**config.mk**
```make
export PLATFORM = sky130hd
export DESIGN_NAME = sensor_telemetry_link_controller
export DESIGN_NICKNAME = d
export VERILOG_FILES = /design/src/hdl/stlc_pkg.sv /design/src/hdl/sensor_telemetry_link_controller.sv /design/src/hdl/stlc_ctrl.sv /design/src/hdl/stlc_dp.sv
export SDC_FILE = /design/constraint.sdc
export NUM_CORES = 1
export LEC_CHECK = 0
export BUFFER_PORTS_ARGS = -buffer_cell sky130_fd_sc_hd__buf_2
export CORE_ASPECT_RATIO = 0.8
export CORE_MARGIN = 5
export CORE_UTILIZATION = 45
export DETAILED_ROUTE_END_ITERATION = 12
export GPL_TIMING_DRIVEN = 0
export PLACE_DENSITY = 0.71
export SLEW_MARGIN = 10
export SYNTH_ARGS = -nofsm -noshare
export SYNTH_HDL_FRONTEND = slang
export SYNTH_SLANG_ARGS = --single-unit
```
**constraint.sdc**
```tcl
create_clock -name clk_i -period 5.2 [get_ports clk_i]
set_input_delay 1.04 -clock clk_i [delete_from_list [all_inputs] [get_ports clk_i]]
set_output_delay 1.04 -clock clk_i [all_outputs]
set_load 0.03 [all_outputs]
```
**src/hdl/stlc_pkg.sv**
```systemverilog
// ----------------------------------------------------------------------------
// Sensor telemetry link controller package
// Shared constants, command codes and controller/datapath interface types.
// ----------------------------------------------------------------------------
`default_nettype none

package stlc_pkg;

  localparam int unsigned HISTORY_DEPTH = 10;
  localparam int unsigned RING_AW       = $clog2(HISTORY_DEPTH);
  localparam int unsigned PTR_W         = $clog2(HISTORY_DEPTH + 1);

  localparam logic       MODE_TICK = 1'b0;
  localparam logic       MODE_CMD  = 1'b1;

  localparam logic [7:0] CMD_ACK     = 8'h06;
  localparam logic [7:0] CMD_INT1    = 8'h31;
  localparam logic [7:0] CMD_INT4    = 8'h34;
  localparam logic [7:0] CMD_RESET   = 8'h72;
  localparam logic [7:0] CMD_START   = 8'h64;
  localparam logic [7:0] CMD_STOP    = 8'h71;
  localparam logic [7:0] CMD_FAN_ON  = 8'h65;
  localparam logic [7:0] CMD_FAN_OFF = 8'h61;
  localparam logic [7:0] CMD_STATUS  = 8'h73;

  localparam logic [2:0] INTERVAL_1  = 3'd1;
  localparam logic [2:0] INTERVAL_4  = 3'd4;
  localparam logic [1:0] RETRY_LIMIT = 2'd3;
  localparam logic [7:0] SEQ_RESET   = 8'd1;

  typedef enum logic [1:0] {
    FRAME_NONE = 2'd0,
    FRAME_DATA = 2'd1,
    FRAME_FAN  = 2'd2
  } frame_kind_e;

  typedef struct packed {
    logic take;
    logic step;
  } stlc_cmd_t;

  typedef struct packed {
    logic replay;
    logic last_rec;
  } stlc_stat_t;

endpackage

`default_nettype wire

```
**src/hdl/sensor_telemetry_link_controller.sv**
```systemverilog
// ----------------------------------------------------------------------------
// Sensor telemetry link controller
// Usage:
//   The slave stream carries second ticks (tuser 0, sensor reading in tdata)
//   and received command bytes (tuser 1, byte in tdata). The master stream
//   returns result items: a data record, a fan report or an empty item, with
//   tuser giving the frame kind and tlast marking the final item of an input.
//   Each result carries the link status after the input was handled.
//   The first result is registered and valid in the cycle after the input
//   is taken. One input at a time: tready drops from the accept until the
//   last result is taken. An acknowledge after link loss replays the ten
//   ring records from the output register, one per cycle while the
//   receiver is ready.
//   A stalled receiver holds the result register and its tvalid; nothing is
//   dropped. Reset clears the link state and the history ring at once, with
//   the sequence number at 1 and the interval at one second.
// ----------------------------------------------------------------------------
`default_nettype none

module sensor_telemetry_link_controller (
  input  wire         clk_i,
  input  wire         rst_ni,
  input  wire         s_axis_tvalid,
  output logic        s_axis_tready,
  input  wire  [31:0] s_axis_tdata,   // command_byte, sensor_ok, temperature_in, humidity_in
  input  wire  [0:0]  s_axis_tuser,   // mode
  output logic        m_axis_tvalid,
  input  wire         m_axis_tready,
  output logic [31:0] m_axis_tdata,   // temperature_out, humidity_out, sequence_out, fan_on,
                                      // status_led, link_lost, sending_enabled,
                                      // interval_seconds
  output logic [1:0]  m_axis_tuser,   // frame_kind
  output logic        m_axis_tlast
);

  stlc_pkg::stlc_cmd_t  cmd;
  stlc_pkg::stlc_stat_t stat;

  logic [7:0] temperature_out;
  logic [7:0] humidity_out;
  logic [7:0] sequence_out;
  logic       fan_on;
  logic       status_led;
  logic       link_lost;
  logic       sending_enabled;
  logic [2:0] interval_seconds;

  stlc_ctrl u_ctrl (
    .clk_i       (clk_i),
    .rst_ni      (rst_ni),
    .in_valid_i  (s_axis_tvalid),
    .in_ready_o  (s_axis_tready),
    .out_valid_o (m_axis_tvalid),
    .out_ready_i (m_axis_tready),
    .stat_i      (stat),
    .cmd_o       (cmd)
  );

  stlc_dp u_dp (
    .clk_i              (clk_i),
    .rst_ni             (rst_ni),
    .cmd_i              (cmd),
    .stat_o             (stat),
    .mode_i             (s_axis_tuser[0]),
    .command_byte_i     (s_axis_tdata[7:0]),
    .sensor_ok_i        (s_axis_tdata[8]),
    .temperature_in_i   (s_axis_tdata[16:9]),
    .humidity_in_i      (s_axis_tdata[24:17]),
    .frame_kind_o       (m_axis_tuser),
    .temperature_out_o  (temperature_out),
    .humidity_out_o     (humidity_out),
    .sequence_out_o     (sequence_out),
    .last_o             (m_axis_tlast),
    .fan_on_o           (fan_on),
    .status_led_o       (status_led),
    .link_lost_o        (link_lost),
    .sending_enabled_o  (sending_enabled),
    .interval_seconds_o (interval_seconds)
  );

  assign m_axis_tdata = {1'b0, interval_seconds, sending_enabled, link_lost, status_led,
                         fan_on, sequence_out, humidity_out, temperature_out};

endmodule

`default_nettype wire

```
**src/hdl/stlc_ctrl.sv**
```systemverilog
// ----------------------------------------------------------------------------
// Sensor telemetry link controller sequencer
// Handshake control: takes an item, then delivers one result or a replay run.
// ----------------------------------------------------------------------------
`default_nettype none

module stlc_ctrl (
  input  wire                       clk_i,
  input  wire                       rst_ni,
  input  wire                       in_valid_i,
  output logic                      in_ready_o,
  output logic                      out_valid_o,
  input  wire                       out_ready_i,
  input  wire stlc_pkg::stlc_stat_t stat_i,
  output stlc_pkg::stlc_cmd_t       cmd_o
);

  typedef enum logic [1:0] {
    ST_IDLE,
    ST_SINGLE,
    ST_REPLAY
  } state_e;

  state_e state_q;
  logic   in_ready_q;
  logic   out_valid_q;

  assign in_ready_o  = in_ready_q;
  assign out_valid_o = out_valid_q;

  always_comb begin
    cmd_o.take = in_valid_i & in_ready_q;
    cmd_o.step = out_valid_q & out_ready_i & (state_q == ST_REPLAY) & ~stat_i.last_rec;
  end

  always_ff @(posedge clk_i or negedge rst_ni) begin
    if (!rst_ni) begin
      state_q     <= ST_IDLE;
      in_ready_q  <= 1'b1;
      out_valid_q <= 1'b0;
    end else begin
      case (state_q)
        ST_IDLE: begin
          if (in_valid_i && in_ready_q) begin
            in_ready_q  <= 1'b0;
            out_valid_q <= 1'b1;
            state_q     <= stat_i.replay ? ST_REPLAY : ST_SINGLE;
          end
        end
        ST_SINGLE: begin
          if (out_ready_i) begin
            out_valid_q <= 1'b0;
            in_ready_q  <= 1'b1;
            state_q     <= ST_IDLE;
          end
        end
        ST_REPLAY: begin
          if (out_ready_i && stat_i.last_rec) begin
            out_valid_q <= 1'b0;
            in_ready_q  <= 1'b1;
            state_q     <= ST_IDLE;
          end
        end
        default: begin
          state_q     <= ST_IDLE;
          in_ready_q  <= 1'b1;
          out_valid_q <= 1'b0;
        end
      endcase
    end
  end

endmodule

`default_nettype wire

```
**src/hdl/stlc_dp.sv**
```systemverilog
// ----------------------------------------------------------------------------
// Sensor telemetry link controller datapath
// Link state, history ring and the result register.
// ----------------------------------------------------------------------------
`default_nettype none

module stlc_dp (
  input  wire                      clk_i,
  input  wire                      rst_ni,
  input  wire stlc_pkg::stlc_cmd_t cmd_i,
  output stlc_pkg::stlc_stat_t     stat_o,
  input  wire                      mode_i,
  input  wire  [7:0]               command_byte_i,
  input  wire                      sensor_ok_i,
  input  wire  [7:0]               temperature_in_i,
  input  wire  [7:0]               humidity_in_i,
  output logic [1:0]               frame_kind_o,
  output logic [7:0]               temperature_out_o,
  output logic [7:0]               humidity_out_o,
  output logic [7:0]               sequence_out_o,
  output logic                     last_o,
  output logic                     fan_on_o,
  output logic                     status_led_o,
  output logic                     link_lost_o,
  output logic                     sending_enabled_o,
  output logic [2:0]               interval_seconds_o
);

  localparam logic [stlc_pkg::PTR_W-1:0]   PtrDepth =
    stlc_pkg::PTR_W'(stlc_pkg::HISTORY_DEPTH);
  localparam logic [stlc_pkg::RING_AW-1:0] LastPos  =
    stlc_pkg::RING_AW'(stlc_pkg::HISTORY_DEPTH - 1);
  localparam logic [7:0]                   SeqDepth = 8'(stlc_pkg::HISTORY_DEPTH);

  logic [2:0]  tick_q, tick_d;
  logic [2:0]  interval_q, interval_d;
  logic        send_q, send_d;
  logic [7:0]  seq_q, seq_d;
  logic [1:0]  retry_q, retry_d;
  logic        lost_q, lost_d;
  logic        fan_q, fan_d;
  logic        led_q, led_d;
  logic [stlc_pkg::PTR_W-1:0] ptr_q, ptr_d;
  logic [7:0]  stored_q, stored_d;
  logic [15:0] ring_q [stlc_pkg::HISTORY_DEPTH];

  logic [1:0]  kind_q, kind_d;
  logic [7:0]  tout_q, hout_q, sout_q;
  logic        last_q;
  logic [stlc_pkg::RING_AW-1:0] idx_q;
  logic [stlc_pkg::RING_AW-1:0] rpos_q;

  logic [stlc_pkg::RING_AW-1:0] wr_pos;
  logic [stlc_pkg::RING_AW-1:0] rpos_nxt;
  logic [stlc_pkg::RING_AW-1:0] rd_addr;
  logic [stlc_pkg::RING_AW-1:0] idx_nxt;
  logic [2:0]  tick_inc;
  logic [7:0]  seq0;
  logic        store_en;
  logic        replay;

  assign wr_pos   = (ptr_q >= PtrDepth) ? '0 : ptr_q[stlc_pkg::RING_AW-1:0];
  assign rpos_nxt = (rpos_q == LastPos) ? '0 : rpos_q + 1'b1;
  assign idx_nxt  = idx_q + 1'b1;
  assign rd_addr  = cmd_i.take ? wr_pos : rpos_nxt;
  assign tick_inc = tick_q + 3'd1;
  assign seq0     = (stored_q > SeqDepth) ? stored_q - SeqDepth : 8'd0;
  assign replay   = (mode_i == stlc_pkg::MODE_CMD) && (command_byte_i == stlc_pkg::CMD_ACK)
                    && lost_q;

  assign stat_o.replay   = replay;
  assign stat_o.last_rec = last_q;

  always_comb begin
    tick_d     = tick_q;
    interval_d = interval_q;
    send_d     = send_q;
    seq_d      = seq_q;
    retry_d    = retry_q;
    lost_d     = lost_q;
    fan_d      = fan_q;
    led_d      = led_q;
    ptr_d      = ptr_q;
    stored_d   = stored_q;
    kind_d     = stlc_pkg::FRAME_NONE;
    store_en   = 1'b0;
    if (mode_i == stlc_pkg::MODE_CMD) begin
      case (command_byte_i)
        stlc_pkg::CMD_ACK: begin
          lost_d  = 1'b0;
          led_d   = 1'b0;
          seq_d   = seq_q + 8'd1;
          retry_d = 2'd0;
        end
        stlc_pkg::CMD_INT1: begin
          interval_d = stlc_pkg::INTERVAL_1;
          tick_d     = 3'd0;
        end
        stlc_pkg::CMD_INT4: begin
          interval_d = stlc_pkg::INTERVAL_4;
          tick_d     = 3'd0;
        end
        stlc_pkg::CMD_RESET: begin
          retry_d = 2'd0;
          lost_d  = 1'b0;
          led_d   = 1'b0;
          send_d  = 1'b1;
        end
        stlc_pkg::CMD_START: begin
          send_d  = 1'b1;
          retry_d = 2'd0;
        end
        stlc_pkg::CMD_STOP: begin
          send_d = 1'b0;
          fan_d  = 1'b0;
        end
        stlc_pkg::CMD_FAN_ON:  fan_d = 1'b1;
        stlc_pkg::CMD_FAN_OFF: fan_d = 1'b0;
        stlc_pkg::CMD_STATUS:  kind_d = stlc_pkg::FRAME_FAN;
        default: ;
      endcase
    end else begin
      tick_d = tick_inc;
      if (tick_inc >= interval_q) begin
        tick_d = 3'd0;
        if (sensor_ok_i) begin
          store_en = 1'b1;
          ptr_d    = stlc_pkg::PTR_W'(wr_pos) + 1'b1;
          stored_d = seq_q;
          if (send_q) begin
            if (retry_q < stlc_pkg::RETRY_LIMIT) begin
              kind_d  = stlc_pkg::FRAME_DATA;
              retry_d = retry_q + 2'd1;
            end else begin
              led_d  = 1'b1;
              lost_d = 1'b1;
            end
          end
        end
      end
    end
  end

  always_ff @(posedge clk_i or negedge rst_ni) begin
    if (!rst_ni) begin
      tick_q     <= 3'd0;
      interval_q <= stlc_pkg::INTERVAL_1;
      send_q     <= 1'b0;
      seq_q      <= stlc_pkg::SEQ_RESET;
      retry_q    <= 2'd0;
      lost_q     <= 1'b0;
      fan_q      <= 1'b0;
      led_q      <= 1'b0;
      ptr_q      <= '0;
      stored_q   <= 8'd0;
      last_q     <= 1'b0;
      idx_q      <= '0;
      rpos_q     <= '0;
      for (int i = 0; i < stlc_pkg::HISTORY_DEPTH; i++) begin
        ring_q[i] <= 16'd0;
      end
    end else if (cmd_i.take) begin
      tick_q     <= tick_d;
      interval_q <= interval_d;
      send_q     <= send_d;
      seq_q      <= seq_d;
      retry_q    <= retry_d;
      lost_q     <= lost_d;
      fan_q      <= fan_d;
      led_q      <= led_d;
      ptr_q      <= ptr_d;
      stored_q   <= stored_d;
      if (store_en) begin
        ring_q[wr_pos] <= {humidity_in_i, temperature_in_i};
      end
      idx_q  <= '0;
      rpos_q <= wr_pos;
      last_q <= ~replay;
    end else if (cmd_i.step) begin
      idx_q  <= idx_nxt;
      rpos_q <= rpos_nxt;
      last_q <= (idx_nxt == LastPos);
    end
  end

  always_ff @(posedge clk_i) begin
    if (cmd_i.take) begin
      if (replay) begin
        kind_q <= stlc_pkg::FRAME_DATA;
        tout_q <= ring_q[rd_addr][7:0];
        hout_q <= ring_q[rd_addr][15:8];
        sout_q <= seq0;
      end else begin
        kind_q <= kind_d;
        tout_q <= (kind_d == stlc_pkg::FRAME_DATA) ? temperature_in_i : 8'd0;
        hout_q <= (kind_d == stlc_pkg::FRAME_DATA) ? humidity_in_i : 8'd0;
        sout_q <= (kind_d == stlc_pkg::FRAME_DATA) ? seq_q : 8'd0;
      end
    end else if (cmd_i.step) begin
      tout_q <= ring_q[rd_addr][7:0];
      hout_q <= ring_q[rd_addr][15:8];
      sout_q <= sout_q + 8'd1;
    end
  end

  assign frame_kind_o       = kind_q;
  assign temperature_out_o  = tout_q;
  assign humidity_out_o     = hout_q;
  assign sequence_out_o     = sout_q;
  assign last_o             = last_q;
  assign fan_on_o           = fan_q;
  assign status_led_o       = led_q;
  assign link_lost_o        = lost_q;
  assign sending_enabled_o  = send_q;
  assign interval_seconds_o = interval_q;

endmodule

`default_nettype wire
```
==> flow_summary.yaml, run 1 <==
clock_tree:
  post_cts_buffers: 0
  cts_tree: "yes"
  clockBufferDepth: 3
  clock_sinks: 229
  clk_pin_slew_ns: 0.06
  hold_buffers: 0
  clock_latency_ns: 0.51
  cts_resized: 0
  htreeDepth: 1
  cts_inserted_buffers: 25
  cts_root_buf: "clkbuf_16"
worst_hold_path:
  whs_path_depth: 1
  worstHoldEndpoint: "u_dp.fan_on_o"
  hp-class: "flop to flop"
  min_from: "u_dp.fan_on_o"
layout:
  area_growth_pct: 13.7
  layoutNonFillerInstCount: 1344
  fin_nets: 1060
  diodes: 0
  fillers: 2125
  drive_gt1_frac: 0.323
global_route:
  grt_remaining_overflow: 0
  grt_max_degree: 108
  antenna_found_initial: 0
  grt_usage: 0.193
  first_global_vias: 7580
  grt_pass1_wl_um: 43000
yosys:
  netlist_instances: 918
  synth_edf_count: 26
  synth_area_leaders: "dfrtp_1 45%, mux2_2 17%, edfxtp_1 7.0%"
  yosys_warnings: 0
  yosysTopAreaCell: "dfrtp_1"
  yosysMostFrequentCell: "dfrtp_1"
  yosys.area.top_type_share: 0.448
  avgSynthCellArea_um2: 12.2
  synth-seq-area-share: 0.525
  ys.flop_type: "dfrtp_1"
  ys_ff_latch: 229
  ys_types: 71
  async_flop_share: 0.886
  synth.cells.most_frequent: "200 x dfrtp_1, 171 x mux2_2, 79 x nor2_1, 34 x mux2i_1, 34 x nand2_1"
  syn-cell-area_um2: 11200
timing:
  setup_violations: 0
  rsz0062_at_grt: "false"
  timing.final.crit_share: 0.633
  post-route-worst-setup-slack_ns: 1.91
  max_freq_ghz: 0.304
  period_minus_slack_ns: 3.29
  hold_violations: 0
  finClkSkew_ns: 0.00551
  tightest_slew_ns: 0.937
  report.final.slew_viol_count: 0
  max-slew-margin-rel: 0.373
  fin_hold_ws_ns: 0.498
floorplanning:
  core_area_um2: 24400
  die_w_um: 186
  die-area_um2: 28100
  rows: 51
  io_pins: 74
  initial_utilization: 0.458
  fp.dieH_um: 151
detailed_routing:
  via_count: 7723
  drt-met1-wl_um: 13100
  dr_wl_met3_um: 1370
  drc: 0
  drt_iter0_markers: 584
  wl_per_cell_um: 20.0
  viasPerCell: 5.75
  ant_nets: 0
  wl_met2_um: 11800
  dr.pass1.iters: 5
  wirelength_um: 26800
  dr.max_layer_used: "met4"
power_and_ir_drop:
  sw_frac_of_total: 0.211
  power.share.sequential: 0.506
  p_sw_w: 0.000753
  internal_power_w: 0.00282
  power.density_nw_per_um2: 281
  peakVddDrop_mv: 0.192
  power.combinational.fraction: 0.024
  p_leak_nw: 5.97
  pwr-share-clk: 0.470
placed_design:
  dp_hpwl_um: 18500
  globalplace.congestion: 0.832
  post-place-ws_ns: 1.41
  port_buffers: 63
  dpl.cell_count: 1301
setup_path:
  r2r_end: "u_dp.humidity_out_o[2]"
  end_kind: "flop"
  path_class: "input pin to flop"
  rr_startpoint: "u_dp.ptr_q[3]"
  worstRegToRegCells: 6
  ff2ff_setup_slack_ns: 2.09
  crit_arrival_ns: 3.55
  start_kind: "input pin"
  required_ns: 5.46
  critPathMaxFanout: 10
flow_run:
  cap_violations: 0
status:
  outcome: "completed"
==> logic make-up (layout without fill, tap and decap cells) <==
| logic type | after synthesis | after routing | synth area share |
|---|---|---|---|
| simple gates | 178 | 178 | 0.0793 |
| buf+inv | 81 | 188 | 0.0331 |
| other cells | 1 | 2 | 0.000336 |
| mux | 205 | 205 | 0.203 |
| flops | 229 | 229 | 0.525 |
| compound gates | 185 | 185 | 0.124 |
| fa+ha+maj | 13 | 13 | 0.0146 |
| xor+xnor | 26 | 26 | 0.0204 |
==> flip-flops by register name (all words and copies together), names as in the netlist <==
signal	count
u_ctrl.in_ready_o	1
u_ctrl.out_valid_o	1
u_ctrl.state_q	2
u_dp.fan_on_o	1
u_dp.frame_kind_o	2
u_dp.humidity_out_o	8
u_dp.idx_q	4
u_dp.interval_seconds_o	2
u_dp.last_o	1
u_dp.link_lost_o	1
u_dp.ptr_q	4
u_dp.retry_q	2
u_dp.ring_q	160
u_dp.rpos_q	4
u_dp.sending_enabled_o	1
u_dp.seq_q	8
u_dp.sequence_out_o	8
u_dp.stored_q	8
u_dp.temperature_out_o	8
u_dp.tick_q	3
==> metal layers <==
| layer | vias up | GRT usage |
|---|---|---|
| met1 | 3936 | 0.304 |
| met5 | - | 0 |
| met2 | 188 | 0.286 |
| met3 | 35 | 0.0221 |
| li1 | 3564 | - |
| met4 | 0 | 0.0455 |
==> power by group through the flow <==
stage / Combinational (W) / Clock, W / Sequential, W
2_1_floorplan: 0.0000246 / 0 / 0.00184
3_3_place_gp: 0.0000843 / 0 / 0.00184
3_5_place_dp: 0.0000892 / 0 / 0.00184
4_1_cts: 0.0000893 / 0.00171 / 0.00181
5_1_grt: 0.0000996 / 0.00178 / 0.00181
6_report: 0.0000872 / 0.00168 / 0.00181
==> worst max-delay path, cell delays in order <==
cell and delay, ns:
buf_2 0.11, nand2_1 0.10, buf_2 0.23, nor2_1 0.09, a21oi_1 0.73, clkbuf_1 0.57, o211ai_1 0.37, a41o_1 0.30
==> layout make-up <==
type                    count  area (µm²)  share of cell area
flip-flops and latches    229        5860               0.462
multi-input cells         609        4940               0.389
inverters                  12        45.0             0.00355
plain buffers              69         324              0.0255
well taps                 318         398              0.0313
repair buffers             64         353              0.0278
clock buffers              39         758              0.0597
clock inverters             4        22.5             0.00177
==> worst max path at each step <==
stage                     slack, ns  cells past startpoint                        end             from
final                          1.91                      8     u_dp.humidity_out_o[2]    s_axis_tvalid
after global routing           1.78                      8  u_dp.temperature_out_o[5]    s_axis_tvalid
after global placement        -0.35                      1           u_dp.ring_q[122]           rst_ni
after detailed placement       1.41                      8  u_dp.temperature_out_o[5]    s_axis_tvalid
after floorplan                2.43                      8  u_dp.temperature_out_o[4]  s_axis_tdata[0]
after CTS                      1.93                      8  u_dp.temperature_out_o[5]    s_axis_tvalid
==> cell usage in the layout, fill, tap and decap left out, drive strengths merged, types with 23 or more instances in the layout <==
cell type  netlist  routed
edfxtp          26      26
nand2           42      42
mux2i           34      34
clkbuf          31      70
nor2            80      80
mux2           171     171
dfrtp          200     200
o21ai           34      34
buf             38     102
a21oi           23      23
==> per-stage QoR <==
step	utilization	area, µm²	setup TNS (ns)	power [W]
3_3_place_gp	0.487	11900	-67.29	0.00192
6_report	0.521	12700	0	0.00357
2_1_floorplan	-	11200	0	0.00186
5_1_grt	0.521	12700	0	0.00368
4_1_cts	0.521	12700	0	0.00361
3_5_place_dp	0.489	11900	0	0.00193
(Power assumes the default switching activity.)
==> run 2, diff against run 1 <==
Settings changed: ABC_AREA set to 1, PLACE_DENSITY 0.71 to 0.73.
Clock period 5.2 ns to 2.6 ns, I/O delays scaled along.
==> run 2 against run 1 <==
Compared with the run above:
- synthesized cell count up 60%
- wire length rose by 23%
- cell count rose by 44%
- setup slack got worse by 1.8 ns
- power rose to 3.8 times the previous value
- sequential share of layout area decreased by 2.9 points
- hold slack worse by 0.42 ns
- design area rose by 6.6%
- highest routed layer unchanged
- clock-buffer cell count down 1
==> flow_summary.yaml, run 2 <==
power_and_ir_drop:
  power.density_nw_per_um2: 1010
  p_leak_nw: 6.35
  peakVddDrop_mv: 0.557
  total_power_w: 0.0137
yosys:
  ys.flop_type: "dfrtp_1"
  avgSynthCellArea_um2: 8.11
  yosys.area.top_type_share: 0.421
  netlist_instances: 1468
  synth-seq-area-share: 0.493
  synth.cells.most_frequent: "305 x nand2_1, 215 x inv_1, 200 x dfrtp_1, 183 x nand3_1, 150 x o21ai_0"
  async_flop_share: 0.886
  synth_area_leaders: "dfrtp_1 42%, nand2_1 9.6%, nand3_1 7.7%"
  yosys_warnings: 0
  ys_ff_latch: 229
  ys_types: 48
  yosysTopAreaCell: "dfrtp_1"
  syn-cell-area_um2: 11900
  yosysMostFrequentCell: "nand2_1"
  synth_edf_count: 26
setup_path:
  critPathTopFamily: "compound AO/OA/AOI/OAI gates"
  path_common_cell: "ha_1"
  rr_startpoint: "u_dp.tick_q[0]"
  critPathMaxFanout: 10
  slowest_stage: "dfrtp_1"
  required_ns: 2.93
  path_class: "flop to flop"
  startpoint: "u_dp.tick_q[0]"
  worstPathCellList: "ha_1 > xor2_1 > ha_1 > a21o_2 > nand4_1 > clkbuf_2 > o21ai_0 > inv_1 > a21oi_1"
  timing.critical_path.buf_inv: 2
  crit_arrival_ns: 2.80
  start_kind: "flop"
  max_stage_delay_ns: 0.42
  end_kind: "flop"
timing:
  setup_violations: 0
  tightest_slew_ns: 0.976
  hold_violations: 0
  setup-tns-final_ns: 0
  report.final.slew_viol_count: 0
  rsz0062_at_grt: "false"
  period_minus_slack_ns: 2.48
  timing.final.crit_share: 0.952
  max_freq_ghz: 0.404
  max-slew-margin-rel: 0.349
  finClkSkew_ns: 0.0172
layout:
  area_growth_pct: 13.8
  largest_register_ffs: 160
  final_common_cell: "nand2_1"
  fillers: 2445
  top_register: "u_dp.ring_q"
  fin_nets: 1610
  diodes: 0
  drive_gt1_frac: 0.145
  final_cell_mix: "305 x nand2_1, 215 x inv_1, 200 x dfrtp_1"
status:
  outcome: "completed"
clock_tree:
  clock_sinks: 229
  clk_pin_slew_ns: 0.06
  hold_buffers: 0
  cts_inserted_buffers: 24
  clock_latency_ns: 0.52
  htreeDepth: 1
  cts_tree: "yes"
  clockBufferDepth: 3
  cts_root_buf: "clkbuf_16"
global_route:
  grt_max_degree: 109
  first_global_vias: 9691
  grt_pass1_wl_um: 52400
  grt_usage: 0.222
  grt_remaining_overflow: 0
  antenna_found_initial: 0
placed_design:
  port_buffers: 63
  globalplace.congestion: 0.954
  dp_hpwl_um: 23600
detailed_routing:
  wirelength_um: 33000
  ant_nets: 0
  drc: 0
  wl_per_cell_um: 17.1
  via_count: 10200
  drt_iter0_markers: 1002
  dr.pass1.iters: 5
  viasPerCell: 5.30
floorplanning:
  rows: 53
  initial_utilization: 0.454
  die-area_um2: 29800
  core_area_um2: 26200
  io_pins: 74
  fp.dieH_um: 155
  die_w_um: 192
worst_hold_path:
  hp-class: "input pin to asynchronous set/reset pin"
flow_run:
  cap_violations: 0
[run 2: cell count changes after synthesis, moves of 20 or more]
cell,previous run,this run
mux2i_1,34,0
buf_2,28,48
inv_1,12,215
mux2_2,171,0
o21ai_0,33,150
o21ai_1,1,74
nand3_1,7,183
nand2_1,34,305
[run 2: final timing paths]
path                                               to  slack (ns)  depth (start not counted)
max                         u_dp.temperature_out_o[0]        0.12                          9
min in group clk_i                   u_dp.link_lost_o        0.27                          2
max in group asynchronous  u_dp.interval_seconds_o[0]        1.56                          2
min                                  u_dp.ring_q[124]        0.08                          1
max reg2reg                 u_dp.temperature_out_o[0]        0.12                          9
min reg2reg                             u_dp.seq_q[4]        0.47                          1
[run 2: kinds of logic (layout without fill, tap and decap cells)]
| family | Yosys count | in the layout | share of synthesized area |
|---|---|---|---|
| XOR/XNOR | 19 | 19 | 0.0140 |
| buffers and inverters | 318 | 425 | 0.117 |
| other | 1 | 2 | 0.000315 |
| flip-flops | 229 | 229 | 0.493 |
| AO/OA/AOI/OAI | 268 | 268 | 0.121 |
| adder cells (fa/ha/maj) | 13 | 13 | 0.0137 |
| AND/OR/NAND/NOR | 620 | 620 | 0.241 |
[run 2: repair_timing]
item,4_1_cts,5_1_grt
gates resized for setup,1,0
pin swaps,0,1
buffers inserted,0,1
hold endpoints to repair,0,0
setup endpoints to repair,2,9
[run 2: metal layers]
| layer | vias up | routed length [µm] | share of wire | global-route usage |
|---|---|---|---|---|
| met2 | 421 | 13800 | 0.42 | 0.324 |
| met1 | 4887 | 15500 | 0.47 | 0.340 |
| met5 | - | 0 | 0 | 0 |
| met3 | 55 | 2890 | 0.088 | 0.0361 |
| li1 | 4886 | - | - | - |
| met4 | 0 | 841 | 0.025 | 0.0629 |
[run 2: final cells by class]
cell class / instances / area (µm²) / area share
clock buffer: 38 / 754 / 0.0557
timing repair buffer: 65 / 360 / 0.0266
inverter: 221 / 837 / 0.0618
sequential: 229 / 5860 / 0.433
buffer: 97 / 561 / 0.0414
tap: 357 / 447 / 0.0330
clock inverter: 4 / 70.1 / 0.00518
multi-input combinational: 922 / 4640 / 0.343
[run 2: where the power goes]
part / internal [W] / total [W] / switching (W)
logic: 0.00179 / 0.00562 / 0.00382
clock network: 0.00217 / 0.00357 / 0.00140
registers: 0.00422 / 0.00453 / 0.000306
total: 0.00819 / 0.0137 / 0.00553
[run 2: metrics by stage]
step | instances | instance area [µm²] | util | hold WS [ns] | worst slack [ns]
6_report | 1933 | 13500 | 0.517 | 0.0778 | 0.125
5_1_grt | 1933 | 13500 | 0.517 | 0.139 | 0.0122
4_1_cts | 1932 | 13500 | 0.517 | 0.0946 | 0.0489
3_5_place_dp | 1890 | 12700 | 0.485 | 0.461 | 0.0242
3_3_place_gp | 1889 | 12700 | 0.484 | 0.459 | -2.44
2_1_floorplan | 1469 | 11900 | - | 0.224 | 0.444
==> run 3, diff against run 2 <==
Settings changed: CTS_BUF_LIST set to sky130_fd_sc_hd__clkbuf_8.
==> run 3 against run 2 <==
Compared with the run above:
- via count increased by 0.70%
- first-iteration DRC count increased by 4.7%
- sequential cell count unchanged
- combinational power about the same
- maximum frequency decreased by 1.9%
- power decreased by 0.84%
- utilization increased by 0.067 points
- clock power decreased by 3%
- clock skew increased by 0.0089 ns
- hold slack got worse by 0.045 ns
- critical path depth unchanged
- largest cell class unchanged
==> flow_summary.yaml, run 3 (same netlist as run 2, synthesis figures left out) <==
status:
  outcome: "completed"
detailed_routing:
  drc: 0
  viasPerCell: 5.26
  dr.pass1.iters: 6
  wirelength_um: 33200
  wl_per_cell_um: 16.9
  via_count: 10300
  ant_nets: 0
  drt_iter0_markers: 1049
setup_path:
  ff2ff_setup_slack_ns: 0.08
  r2r_end: "u_dp.temperature_out_o[0]"
  endpoint: "u_dp.temperature_out_o[0]"
  path_class: "flop to flop"
  rr_startpoint: "u_dp.tick_q[0]"
  critPathTopFamily: "compound AO/OA/AOI/OAI gates"
  required_ns: 2.93
  crit_arrival_ns: 2.86
  end_kind: "flop"
  start_kind: "flop"
  startpoint: "u_dp.tick_q[0]"
  path_common_cell: "ha_1"
  crit_cells: 9
  max_stage_delay_ns: 0.42
  worstPathCellList: "ha_1 > xor2_1 > ha_1 > a21o_2 > nand4_1 > buf_2 > o21ai_0 > inv_1 > a21oi_1"
  timing.critical_path.buf_inv: 2
  worstRegToRegCells: 9
  slowest_stage: "dfrtp_1"
  critPathMaxFanout: 10
clock_tree:
  hold_buffers: 0
  clockBufferDepth: 3
  cts_tree: "yes"
  htreeDepth: 2
  cts_root_buf: "clkbuf_8"
  clk_pin_slew_ns: 0.06
  clock_sinks: 229
  clock_latency_ns: 0.55
  cts_inserted_buffers: 40
placed_design:
  place_area_um2: 12700
  post-place-ws_ns: 0.0242
  port_buffers: 63
  dp_hpwl_um: 23600
  globalplace.congestion: 0.954
timing:
  timing.final.crit_share: 0.971
  setup_violations: 0
  report.final.slew_viol_count: 0
  finClkSkew_ns: 0.0261
  max_freq_ghz: 0.396
  max-slew-margin-rel: 0.346
  hold_violations: 0
  tightest_slew_ns: 0.981
  period_minus_slack_ns: 2.52
  post-route-worst-setup-slack_ns: 0.0764
  rsz0062_at_grt: "false"
flow_run:
  cap_violations: 0
global_route:
  grt_pass1_wl_um: 52700
  grt_max_degree: 109
  grt_remaining_overflow: 0
  grt_usage: 0.224
  first_global_vias: 9850
  antenna_found_initial: 0
layout:
  area_growth_pct: 13.9
  final_common_cell: "nand2_1"
  largest_register_ffs: 160
  diodes: 0
  top_register: "u_dp.ring_q"
  fin_area_um2: 13600
  drive_gt1_frac: 0.156
  fin_nets: 1626
  final_cell_mix: "305 x nand2_1, 228 x inv_1, 200 x dfrtp_1"
worst_hold_path:
  hp-class: "input pin to asynchronous set/reset pin"
floorplanning:
  rows: 53
  die_w_um: 192
  io_pins: 74
  initial_utilization: 0.454
  die-area_um2: 29800
  fp.dieH_um: 155
  core_area_um2: 26200
power_and_ir_drop:
  power.density_nw_per_um2: 1000
  peakVddDrop_mv: 0.464
  p_leak_nw: 6.42
-- run 3: cell type report --
cell class,instances,area (µm²)
fillers,2460,12600
flip-flops and latches,229,5860
multi-input cells,922,4640
inverters,221,837
clock buffers,47,647
plain buffers,97,564
well taps,357,447
repair buffers,65,360
clock inverters,25,191
-- run 3: how the worst min path moves through the flow --
stage / to / slack [ns] / depth (start not counted) / startpoint
after floorplan: u_ctrl.out_valid_o / 0.22 / 0 / rst_ni
after detailed placement: u_dp.seq_q[4] / 0.46 / 1 / u_dp.seq_q[4]
final: u_dp.ring_q[124] / 0.03 / 1 / rst_ni
after global routing: u_dp.ring_q[124] / 0.1 / 1 / rst_ni
after CTS: u_dp.ring_q[124] / 0.05 / 1 / rst_ni
after global placement: u_dp.seq_q[4] / 0.46 / 1 / u_dp.seq_q[4]
-- run 3: where the power goes --
group          leakage [nW]  switching (W)  total, W  internal, W
sequential             3.01       0.000309   0.00453      0.00423
combinational          2.94        0.00382   0.00561      0.00180
clock                 0.475        0.00151   0.00346      0.00195
total                  6.42        0.00564    0.0136      0.00797
-- run 3: layer usage --
metal / vias to the layer above / GRT usage / part of all wire
met1: 4935 / 0.335 / 0.46
met3: 60 / 0.0449 / 0.086
met2: 397 / 0.327 / 0.43
met4: 0 / 0.0721 / 0.026
li1: 4929 / - / -
met5: - / 0 / 0
-- run 3: worst reg2reg max path, stage by stage (launching register included) --
cell and delay [ns]:
dfrtp_1 0.42, ha_1 0.24, xor2_1 0.19, ha_1 0.30, a21o_2 0.20, nand4_1 0.25, buf_2 0.27, o21ai_0 0.16
inv_1 0.05, a21oi_1 0.25
-- run 3: timing repair --
action                                  4_1_cts  5_1_grt
resized for setup                             1        5
setup buffers                                 0        1
pin swaps                                     0        1
endpoints found under the setup margin       10       18
-- run 3: through the flow --
step	instances	power (W)	setup TNS (ns)	hold WS, ns	util
floorplan	1469	0.00836	0	0.224	-
global placement	1889	0.00996	-487.76	0.459	0.484
detailed placement	1890	0.0101	0	0.461	0.485
CTS	1962	0.0136	0	0.0517	0.517
global route	1963	0.0144	0	0.0969	0.518
finish	1963	0.0136	0	0.0326	0.518
